===== config.mk =====
export PLATFORM = sky130hd
export DESIGN_NAME = ramped_hysteresis_thermostat
export DESIGN_NICKNAME = d
export VERILOG_FILES = /design/src/sv/rht_pkg.sv /design/src/sv/rht_setpoint.sv /design/src/sv/ramped_hysteresis_thermostat.sv
export SDC_FILE = /design/constraint.sdc
export NUM_CORES = 2
export LEC_CHECK = 0
export ABC_AREA = 0
export BUFFER_PORTS_ARGS = -buffer_cell sky130_fd_sc_hd__buf_2
export CORE_MARGIN = 3
export CORE_UTILIZATION = 60
export CTS_BUF_LIST = sky130_fd_sc_hd__clkbuf_8
export CTS_CLUSTER_DIAMETER = 30
export DETAILED_ROUTE_END_ITERATION = 8
export PLACE_DENSITY_LB_ADDON = 0.15
export SETUP_SLACK_MARGIN = 0.15
export SLEW_MARGIN = 20
export SYNTH_ARGS = -nofsm -noshare
export SYNTH_HDL_FRONTEND = slang
export SYNTH_SLANG_ARGS = --single-unit

===== constraint.sdc =====
create_clock -name clk -period 12.7 [get_ports clk]
set_input_delay 1.27 -clock clk [delete_from_list [all_inputs] [get_ports clk]]
set_output_delay 1.27 -clock clk [all_outputs]
set_load 0.02 [all_outputs]

===== src/sv/rht_pkg.sv =====
package rht_pkg;

  localparam int KNOB_BITS  = 10;
  localparam int KNOB_FULL  = 1 << KNOB_BITS;
  localparam int TEMP_W     = 14;
  localparam int FRAC_BITS  = 10;
  localparam int RAMP_W     = TEMP_W + FRAC_BITS;
  localparam int ELAPSED_W  = 16;
  localparam int RATE_W     = 16;
  localparam int INCR_W     = ELAPSED_W + RATE_W;
  localparam int HYST_W     = 10;

  // ramp thresholds, quarter degrees with FRAC_BITS fraction bits
  localparam int LOW_JUMP   = 100 << FRAC_BITS;
  localparam int JUMP_TO    = 123290;

  localparam int IN_TDATA_W  = 48;
  localparam int OUT_TDATA_W = 32;
  localparam int CFG_ADDR_W  = 3;
  localparam int CFG_DATA_W  = 16;

  typedef enum logic [CFG_ADDR_W-1:0] {
    CFG_KNOB_MODE   = 3'd0,
    CFG_TARGET_TEMP = 3'd1,
    CFG_ZONE_ENABLE = 3'd2,
    CFG_MIN_TEMP    = 3'd3,
    CFG_MAX_TEMP    = 3'd4,
    CFG_RAMP_STEP   = 3'd5,
    CFG_HYSTERESIS  = 3'd6
  } cfg_idx_t;

  typedef struct packed {
    logic                     knob_mode;
    logic signed [TEMP_W-1:0] target_temp;
    logic                     zone_enable;
    logic signed [TEMP_W-1:0] min_temp;
    logic signed [TEMP_W-1:0] max_temp;
    logic [RATE_W-1:0]        ramp_step;
    logic [HYST_W-1:0]        hysteresis;
  } cfg_t;

  typedef struct packed {
    logic signed [TEMP_W-1:0] target;
    logic                     zone;
  } setpoint_t;

endpackage


===== src/sv/rht_setpoint.sv =====
module rht_setpoint (
  input  rht_pkg::cfg_t                   cfg,
  input  logic [rht_pkg::KNOB_BITS-1:0]   knob,
  output rht_pkg::setpoint_t              sp
);

  localparam int REST_W = rht_pkg::KNOB_BITS + 1;
  localparam int R20_W  = rht_pkg::KNOB_BITS + 6;
  localparam int DIFF_W = rht_pkg::TEMP_W + 1;
  localparam int PROD_W = DIFF_W + REST_W + 1;

  logic [REST_W-1:0]        rest;
  logic [R20_W-1:0]         rest20;
  logic                     knob_zone;
  logic signed [DIFF_W-1:0] span;
  logic signed [PROD_W-1:0] prod;
  logic signed [PROD_W-1:0] prod_sh;
  logic signed [rht_pkg::TEMP_W-1:0] knob_target;

  // knob reading counts up as the target goes down
  assign rest      = REST_W'(rht_pkg::KNOB_FULL) - {1'b0, knob};
  assign rest20    = R20_W'(rest) * R20_W'(20);
  assign knob_zone = rest20 > R20_W'(rht_pkg::KNOB_FULL);

  assign span    = {cfg.max_temp[rht_pkg::TEMP_W-1], cfg.max_temp}
                 - {cfg.min_temp[rht_pkg::TEMP_W-1], cfg.min_temp};
  assign prod    = {{(PROD_W-DIFF_W){span[DIFF_W-1]}}, span}
                 * $signed({{(PROD_W-REST_W){1'b0}}, rest});
  assign prod_sh = prod >>> rht_pkg::KNOB_BITS;
  // result lies between min and max, so the low bits are exact
  assign knob_target = cfg.min_temp + $signed(prod_sh[rht_pkg::TEMP_W-1:0]);

  always_comb begin
    if (cfg.knob_mode) begin
      sp.target = knob_target;
      sp.zone   = knob_zone;
    end else begin
      sp.target = cfg.target_temp;
      sp.zone   = cfg.zone_enable;
    end
  end

endmodule


===== src/sv/ramped_hysteresis_thermostat.sv =====
// Pipeline: two register stages, stage 1 and the result register; a result item is registered
// from stage 1 when the result stage advances. Throughput: one item per cycle while results are taken;
// the ramp and heater state update in combinational logic behind stage 1, so items may follow back to back.
// in_tready drops only while both stages hold items and the result is not taken.
// Reset (rst_n low, synchronous): registers return to their defaults, ramp and
// heater state clear, and both pipeline stages empty.
module ramped_hysteresis_thermostat (
  input  logic                                clk,
  input  logic                                rst_n,
  input  logic                                cfg_we,
  input  logic [rht_pkg::CFG_ADDR_W-1:0]      cfg_addr,
  input  logic [rht_pkg::CFG_DATA_W-1:0]      cfg_wdata,
  input  logic                                in_tvalid,
  output logic                                in_tready,
  // elapsed_ms[15:0], knob_reading[25:16], sensor_temp[39:26], sensor_fault[40]
  input  logic [rht_pkg::IN_TDATA_W-1:0]      in_tdata,
  output logic                                out_tvalid,
  input  logic                                out_tready,
  // heater_drive[0], zone_on[1], target_out[15:2], ramped_target[29:16], fault_out[30]
  output logic [rht_pkg::OUT_TDATA_W-1:0]     out_tdata
);

  localparam int TW    = rht_pkg::TEMP_W;
  localparam int RW    = rht_pkg::RAMP_W;
  localparam int IW    = rht_pkg::INCR_W;
  localparam int SUM_W = IW + 2;
  localparam int HC_W  = RW + 2;

  localparam logic signed [RW-1:0]    LOW_JUMP_C = RW'(rht_pkg::LOW_JUMP);
  localparam logic signed [RW-1:0]    JUMP_TO_C  = RW'(rht_pkg::JUMP_TO);
  localparam logic signed [RW-1:0]    RAMP_MAX_C = {1'b0, {(RW-1){1'b1}}};
  localparam logic signed [SUM_W-1:0] RAMP_MAX_S = {{(SUM_W-RW+1){1'b0}}, {(RW-1){1'b1}}};

  // configuration registers
  rht_pkg::cfg_t cfg_r;

  always_ff @(posedge clk) begin
    if (!rst_n) begin
      cfg_r.knob_mode   <= 1'b0;
      cfg_r.target_temp <= '0;
      cfg_r.zone_enable <= 1'b0;
      cfg_r.min_temp    <= '0;
      cfg_r.max_temp    <= TW'(1200);
      cfg_r.ramp_step   <= rht_pkg::RATE_W'(4);
      cfg_r.hysteresis  <= rht_pkg::HYST_W'(8);
    end else if (cfg_we) begin
      case (rht_pkg::cfg_idx_t'(cfg_addr))
        rht_pkg::CFG_KNOB_MODE:   cfg_r.knob_mode   <= cfg_wdata[0];
        rht_pkg::CFG_TARGET_TEMP: cfg_r.target_temp <= cfg_wdata[TW-1:0];
        rht_pkg::CFG_ZONE_ENABLE: cfg_r.zone_enable <= cfg_wdata[0];
        rht_pkg::CFG_MIN_TEMP:    cfg_r.min_temp    <= cfg_wdata[TW-1:0];
        rht_pkg::CFG_MAX_TEMP:    cfg_r.max_temp    <= cfg_wdata[TW-1:0];
        rht_pkg::CFG_RAMP_STEP:   cfg_r.ramp_step   <= cfg_wdata[rht_pkg::RATE_W-1:0];
        rht_pkg::CFG_HYSTERESIS:  cfg_r.hysteresis  <= cfg_wdata[rht_pkg::HYST_W-1:0];
        default: ;
      endcase
    end
  end

  // input field unpack
  logic [rht_pkg::ELAPSED_W-1:0] in_elapsed;
  logic [rht_pkg::KNOB_BITS-1:0] in_knob;
  logic signed [TW-1:0]          in_sensor;
  logic                          in_fault;

  assign in_elapsed = in_tdata[15:0];
  assign in_knob    = in_tdata[25:16];
  assign in_sensor  = in_tdata[39:26];
  assign in_fault   = in_tdata[40];

  rht_pkg::setpoint_t sp;

  rht_setpoint u_setpoint (
    .cfg  (cfg_r),
    .knob (in_knob),
    .sp   (sp)
  );

  // handshake: the result stage advances when empty or taken
  logic adv;
  logic s1_v_r;
  logic out_v_r;

  assign adv       = !out_v_r || out_tready;
  assign in_tready = adv || !s1_v_r;

  // stage 1: setpoint and ramp increment
  rht_pkg::setpoint_t   s1_sp_r;
  logic [IW-1:0]        s1_incr_r;
  logic signed [TW-1:0] s1_sensor_r;
  logic                 s1_fault_r;

  always_ff @(posedge clk) begin
    if (!rst_n) begin
      s1_v_r <= 1'b0;
    end else if (in_tready) begin
      s1_v_r <= in_tvalid;
    end
  end

  always_ff @(posedge clk) begin
    if (in_tready && in_tvalid) begin
      s1_sp_r     <= sp;
      s1_incr_r   <= IW'(in_elapsed) * IW'(cfg_r.ramp_step);
      s1_sensor_r <= in_sensor;
      s1_fault_r  <= in_fault;
    end
  end

  // stage 2: ramp and hysteresis against the live state
  logic signed [RW-1:0]    ramp_r, ramp_nxt;
  logic                    drive_r, drive_nxt;
  logic signed [RW-1:0]    tscaled;
  logic signed [RW-1:0]    base;
  logic signed [SUM_W-1:0] sum;
  logic signed [RW-1:0]    sat;
  logic signed [RW-1:0]    up;
  logic signed [RW-1:0]    clamped;
  logic signed [HC_W-1:0]  err;
  logic signed [HC_W-1:0]  half;
  logic                    over, under;
  logic                    step;

  assign step    = s1_v_r && adv;
  assign tscaled = {s1_sp_r.target, {rht_pkg::FRAC_BITS{1'b0}}};
  // a ramp still below room level starts from just above it
  assign base    = (ramp_r < LOW_JUMP_C) ? JUMP_TO_C : ramp_r;
  assign sum     = $signed({{(SUM_W-RW){base[RW-1]}}, base})
                 + $signed({{(SUM_W-IW){1'b0}}, s1_incr_r});
  assign sat     = (sum > RAMP_MAX_S) ? RAMP_MAX_C : sum[RW-1:0];
  assign up      = (ramp_r < tscaled) ? sat : ramp_r;
  assign clamped = (up > tscaled) ? tscaled : up;
  assign ramp_nxt = s1_sp_r.zone ? clamped : '0;

  assign err   = $signed({{2{s1_sensor_r[TW-1]}}, s1_sensor_r, {rht_pkg::FRAC_BITS{1'b0}}})
               - $signed({{(HC_W-RW){ramp_nxt[RW-1]}}, ramp_nxt});
  assign half  = $signed({{(HC_W-rht_pkg::HYST_W-rht_pkg::FRAC_BITS+1){1'b0}},
                          cfg_r.hysteresis, {(rht_pkg::FRAC_BITS-1){1'b0}}});
  assign over  = err > half;
  assign under = err < -half;

  always_comb begin
    if (s1_sp_r.zone && !s1_fault_r) begin
      drive_nxt = drive_r ? !over : under;
    end else begin
      drive_nxt = 1'b0;
    end
  end

  always_ff @(posedge clk) begin
    if (!rst_n) begin
      ramp_r  <= '0;
      drive_r <= 1'b0;
    end else if (step) begin
      ramp_r  <= ramp_nxt;
      drive_r <= drive_nxt;
    end
  end

  // result register
  logic                 out_heater_r;
  logic                 out_zone_r;
  logic signed [TW-1:0] out_target_r;
  logic signed [TW-1:0] out_ramped_r;
  logic                 out_fault_r;

  always_ff @(posedge clk) begin
    if (!rst_n) begin
      out_v_r <= 1'b0;
    end else if (adv) begin
      out_v_r <= s1_v_r;
    end
  end

  always_ff @(posedge clk) begin
    if (step) begin
      out_heater_r <= drive_nxt;
      out_zone_r   <= s1_sp_r.zone;
      out_target_r <= s1_sp_r.target;
      out_ramped_r <= ramp_nxt[RW-1:rht_pkg::FRAC_BITS];
      out_fault_r  <= s1_fault_r;
    end
  end

  assign out_tvalid = out_v_r;
  assign out_tdata  = {1'b0, out_fault_r, out_ramped_r, out_target_r,
                       out_zone_r, out_heater_r};

  // a stage 1 item that cannot move must block the input
  assert property (@(posedge clk) disable iff (!rst_n)
    (s1_v_r && out_v_r && !out_tready) |-> !in_tready)
    else $error("input accepted while stage 1 is blocked");

  // a zone that is off leaves a zero ramp and no heat
  assert property (@(posedge clk) disable iff (!rst_n)
    (step && !s1_sp_r.zone) |=> (ramp_r == '0 && !drive_r))
    else $error("ramp or drive kept with zone off");

  assert property (@(posedge clk) disable iff (!rst_n)
    (out_v_r && (out_fault_r || !out_zone_r)) |-> !out_heater_r)
    else $error("heater driven on fault or with zone off");

  // the ramp never passes the target it follows
  assert property (@(posedge clk) disable iff (!rst_n)
    step |=> (ramp_r <= {$past(s1_sp_r.target), {rht_pkg::FRAC_BITS{1'b0}}}
              || ramp_r == '0))
    else $error("ramp above target");

endmodule

Yosys cells after proc, flatten, opt, wreduce, memory -nomap -nowiden
Cells that the tools add are included.
Word-level totals
  logic and storage cells: 68
  latch bits: 0
  RAM bits: 0
  input bits: 72
  flip-flop bits (word level): 190
  bits in read-only memories: 0
  output and inout bits: 34
  memories kept: 0
Cells by class
  div/mod/pow operators: 0
  multiplexer cells: 8
  order comparisons: 7
  eq/ne operators: 6
  $add $sub $neg: 6
  reduce and logical (&&, ||, !) cells: 17
  multipliers: 3
  bitwise logic cells: 0
  shift-type cells: 0
Operators with widths (number)
  $mux W24: 5
  $add A24 B33 Y34: 1
  $gt A34 B24 Y1 const B: 1
  $mul A16 B16 Y32: 1
  $lt A25 B26 Y1: 1
  $neg A19 Y26: 1
  $gt A25 B20 Y1: 1
  $sub A24 B24 Y25: 1
  $gt A24 B24 Y1: 1
  $lt A24 B18 Y1 const B: 1
  $lt A24 B24 Y1: 1
  $mul A15 B12 Y24: 1
  $gt A16 B11 Y1 const B: 1
  $mux W15: 1
  $sub A14 B14 Y15: 1
  $add A14 B14 Y14: 1
  $mul A11 B3 Y14 const B: 1
  $reduce_and A2 Y1: 7
  $sub A11 B10 Y11 const A: 1
  $eq A3 B3 Y1 const B: 3
  $eq A3 B2 Y1 const B: 2
  $logic_not A1 Y1: 4
  $eq A3 B1 Y1 const B: 1
  $logic_and A1 B1 Y1: 3
  other kinds (3): 5

Logic depth before layout (Yosys ltp)
  word-level depth: 14
  gate-level depth with buffers: 54
  mapped depth without buffers: 52

By module
Synthesis repeated with hierarchy kept, for this count alone.
Second synthesis, totals
  cells, all modules: 3083
  area total of the unflattened synthesis: 26943.3 um^2
Modules (own cells, without submodules)
  ramped_hysteresis_thermostat: cells each 2206, area each 19575.0 um^2, sequential area each 4734.5 um^2, instances 1
  rht_setpoint: cells each 877, area each 7368.3 um^2, sequential area each 0.0 um^2, instances 1

Worst setup path before layout
OpenSTA, ideal clock, no wires.
  kind: reg-to-reg
  start point: reg ramp_r[12]
  end point: reg out_heater_r (data pin)
  cell stages (with the launch flop): 48
  buffers on the path: 4
  path slack: 2.671 ns
  required time: 12.561 ns
  library setup time: 0.139 ns
  period minus slack after synthesis: 10.029 ns
  data arrival time: 9.890 ns
  cell sequence: dfxtp_1 -> o311ai_0 -> and3_1 -> ha_1 -> clkbuf_1 -> or2_2 -> ha_1 -> o21ai_1 -> or3b_1 -> o21bai_4 -> a21oi_4 -> a21o_2 -> mux2_4 -> a2111o_1 -> nor2_1 -> a31o_2 -> clkbuf_1 -> a21oi_1 -> [12 not listed] -> ha_1 -> a21o_1 -> a21o_1 -> a21oi_1 -> o21ai_0 -> a21o_1 -> a21o_1 -> o21a_1 -> o41ai_1 -> o2bb2ai_1 -> xnor2_1 -> ha_1 -> a21o_1 -> a2111oi_0 -> o21ai_0 -> a31oi_1 -> nor2_1 -> nor2_1
On the way
  longest elaborated chain between the ends: 14
  elaborated cells on any way between the ends: 16
  classes of those cells: 2 x add/sub; 6 x order compare; 7 x mux; 1 x reduce/logical
RTL lines
  from (decl): RTL line ramped_hysteresis_thermostat.sv:111  | logic signed [RW-1:0] ramp_r, ramp_nxt;
  from (signal assigned): RTL line ramped_hysteresis_thermostat.sv:155  | ramp_r <= ramp_nxt;
  $lt A24 B18 Y1: RTL line ramped_hysteresis_thermostat.sv:127  | assign base = (ramp_r < LOW_JUMP_C) ? JUMP_TO_C : ramp_r;
  $mux W24: RTL line ramped_hysteresis_thermostat.sv:127
  $add A24 B33 Y34: RTL line ramped_hysteresis_thermostat.sv:129  | + $signed({{(SUM_W-IW){1'b0}}, s1_incr_r});
  $gt A34 B24 Y1: RTL line ramped_hysteresis_thermostat.sv:130  | assign sat = (sum > RAMP_MAX_S) ? RAMP_MAX_C : sum[RW-1:0];
  $mux W24: RTL line ramped_hysteresis_thermostat.sv:130
  $mux W24 *: RTL line ramped_hysteresis_thermostat.sv:131  | assign up = (ramp_r < tscaled) ? sat : ramp_r;
  $gt A24 B24 Y1: RTL line ramped_hysteresis_thermostat.sv:132  | assign clamped = (up > tscaled) ? tscaled : up;
  $mux W24 *: RTL line ramped_hysteresis_thermostat.sv:132
  $mux W24 *: RTL line ramped_hysteresis_thermostat.sv:133  | assign ramp_nxt = s1_sp_r.zone ? clamped : '0;
  $sub A24 B24 Y25 *: RTL line ramped_hysteresis_thermostat.sv:136  | - $signed({{(HC_W-RW){ramp_nxt[RW-1]}}, ramp_nxt});
  $gt A25 B20 Y1: RTL line ramped_hysteresis_thermostat.sv:139  | assign over = err > half;
  $logic_not A1 Y1: RTL line ramped_hysteresis_thermostat.sv:144  | drive_nxt = drive_r ? !over : under;
  $mux W1 *: RTL line ramped_hysteresis_thermostat.sv:144
  $mux W1 *: RTL line ramped_hysteresis_thermostat.sv:143  | if (s1_sp_r.zone && !s1_fault_r) begin
  net drive_nxt: RTL line ramped_hysteresis_thermostat.sv:112  | logic drive_r, drive_nxt;
  to (signal assigned): RTL line ramped_hysteresis_thermostat.sv:177  | out_heater_r <= drive_nxt;
  to (decl): RTL line ramped_hysteresis_thermostat.sv:161  | logic out_heater_r;
Mark *: on every way through the listed nets, which the timed path passes. The rest lies on a longest branch.
A chain may end at the register's enable or synchronous reset.

Worst setup path in the final report
Ends and elaborated chain as after synthesis.

==> run summary <==
P per Cell Area - 130.3 nW/um2
Status - completed
DR vias - 20960
Fin crit share - 0.9178
FFs w/ async S/R, synth - 0
Crit path kind - reg -> reg
Std cell rows - 76
Cell taking the most area after synthesis - fa_1
Synth area leaders - fa_1 (25%), ha_1 (14%), edfxtp_1 (10%)
Mapped Avg Cell Area - 8.751 um2
Slew headroom - 0.2547
CP Capture Type - flip-flop
Cts bufs inserted - 17
Placed Cells incl. Taps - 3652
Layout area overhead - 5.192%
Synth warn - 0
Gate Count Post-Synth - 3062
# IOs - 106
Share of the synthesized area in the top cell type - 0.2503
Clock sink total - 190
Busiest grt layer - met2
RSZ-0062 raised after global routing - false
Met2 usage - 0.4778
Crit path DAT - 12.07 ns
Later-pin clock latency in the skew report - 0.55 ns
Max-cap violation count - 0
Nets@finish - 3793
Routed Antenna Nets - 0
Initial Util - 0.6153
Tmin final - 11.66 ns
Total GRT Usage - 0.2838
Chip Height - 217.3 um
GRT met1 Usage - 0.3728
Drc violations - 0
Worst Setup SP - ramp_r[12]
GR met3 Demand/Resource - 0.04398
Slowest-stage cell, CP - a31oi_4
GRT Residual Overflow - 0
Post-CTS Setup Bufs - 0
Pwr Total - 3.673 mW
Worst-path clk slew - 0.13 ns
First-pass GRT wire length - 107.8 mm
Via density per instance - 5.685
WL/cell - 17.72 um
Critical path's largest stage delay - 0.75 ns
Hold Crit Class - reg -> reg
Finish-stage setup viols - 0
Hold buffers post-CTS - 0
Setup TNS Final - 0 ns
Drt total wl - 65.32 mm
Worst path required time - 13.12 ns
Total leakage power - 13.51 nW
EDFF count, synth - 93
Die ar. - 47230 um2
Vias in the first global route - 21610
Synth Register Bits - 190
CTS Buffer Depth - 2
Share of layout cells above drive strength 1 - 0.06970
Drt pass-1 iters - 5
Initial antenna violation count - 4
Most used DFF post-synth - dfxtp_1
Setup Skew - 0.02219 ns
Post-Syn Nets - 3769
Crit path max fanout - 24
Slew Viols, Final - 0
Worst Setup Start Kind - flip-flop
Clock root cell - clkbuf_8
Post-route insts no fill - 3687
Placer Congestion - 0.9160
Mapped Area - 26800 um2
Slew @ Worst Pin - 1.114 ns
CTS tree - done
RR Startpoint - ramp_r[12]
VDD IR max - 0.0002206 V
Hold path startpoint - cfg_r[55]
Detailed Route Iter0 Violations - 1362
Max Freq - 0.08579 GHz
Final HPWL from detailed placement - 52.70 mm
Core Area - 43550 um2
Final hold violation count - 0
Pin count of the biggest net entering global routing - 98
CTS resizes - 0
Seq/Total Area, Yosys - 0.1767
Die width - 217.3 um
Port Buf Inserts - 97
Yosys cell types - 93
Post-layout util - 0.6472
H-tree Lvls - 4
[worst paths after layout]
path | endpoint | slack (ns) | depth (start not counted)
worst min-delay path | cfg_r[55] | 0.47 | 2
worst max-delay path | out_heater_r | 1.04 | 45
worst max register to register | out_heater_r | 1.04 | 45
worst min register to register | cfg_r[55] | 0.47 | 2
[worst max-delay path, delay by kind of cell, from the launching register on]
kind | cells | cell delay, ns
fa+ha+maj | 6 | 2.03
compound gates | 26 | 6.92
xor+xnor | 2 | 0.31
flops | 1 | 0.41
mux | 1 | 0.25
buf+inv | 1 | 0.07
simple gates | 9 | 1.48
[synth_stat cells, types with 4 or more instances]
cell type,count
nor2_1,182
o21bai_1,19
a21oi_1,118
o221a_2,4
xnor2_1,99
buf_4,4
inv_1,487
nand4_1,17
o211ai_1,10
edfxtp_1,93
a21o_1,28
fa_1,335
o31ai_1,10
nor2b_1,51
o311a_1,4
xor2_1,22
mux2i_1,19
a211oi_1,5
mux2_2,14
dfxtp_1,97
nor4b_1,5
buf_2,4
or2_2,24
nor4_1,5
and3_1,10
o21a_1,31
nand2_1,461
o211a_1,4
nor3_1,44
o31a_1,5
a31oi_1,11
nand2b_1,41
a211o_1,5
clkbuf_1,97
a21boi_0,72
nand3_1,30
and2_1,123
nor3b_1,7
o21ai_0,83
ha_1,300
or3_1,7
[state kept, by name, indices dropped and copies added, names as in the netlist, 14 cells and up]
register,flops
s1_incr_r,32
s1_sensor_r,14
out_target_r,14
cfg_r,70
ramp_r,24
s1_sp_r,15
out_ramped_r,14
[cell families after synthesis]
logic type | synth area share
multiplexers | 0.01354
AND/OR/NAND/NOR | 0.1783
buffers and inverters | 0.08438
other | 0.0001399
adder cells (fa/ha/maj) | 0.3904
XOR/XNOR | 0.04039
AO/OA/AOI/OAI | 0.1162
flip-flops | 0.1767
[cells in the final DEF, fill, tap and decap left out, drive strengths merged, types with 6 or more instances in the layout]
cell and instances:
nand2 462, inv 499, clkbuf 17, nor4b 6
o31ai 10, dfxtp 97, o21ai 86, fa 335
a21boi 72, o21bai 20, mux2 15, or3 7
nor2 182, o211ai 11, nor3b 7, a211oi 8
or2 24, nand4 17, a31oi 12, and2 124
xor2 22, and3 10, nor2b 51, mux2i 19
a21oi 120, xnor2 99, edfxtp 93, ha 300
nand2b 41, a21o 29, nand3 30, o21a 32
buf 112, nor3 45
[stage by stage]
stage                     setup slack, ns  cell area, um2  hold WS [ns]
final                               1.044           28190        0.4709
after detailed placement            1.358           27710        0.4377
after global placement              1.736           27710        0.4444
after floorplan                     2.671           26800        0.4168
after global routing               0.1861           28190        0.4939
after CTS                           1.284           28170        0.4736
[per-layer routing]
metal | vias to the layer above | part of all wire
met4 | 0 | 0.035
met3 | 154 | 0.063
li1 | 9921 | -
met2 | 681 | 0.47
met1 | 10210 | 0.43
met5 | - | 0
[power by group]
group	total (mW)	leakage, nW	internal, mW	switching [mW]
registers	0.727	1.71	0.693	0.0339
clock network	0.451	0.228	0.165	0.286
logic	2.50	11.6	1.04	1.45
total	3.67	13.5	1.90	1.77
[area by class of cell]
cell class / count / area, um2
Timing Repair Buffer: 112 / 598.1
Sequential cell: 190 / 4735
Fill cell: 3723 / 15360
Tap cell: 585 / 732.0
Clock inverter: 15 / 227.7
Clock buffer: 17 / 234.0
Inverter: 488 / 1832
Antenna cell: 3 / 7.507
Multi-Input combinational cell: 2277 / 19820
Note: power is estimated with default switching activity, not from simulation.
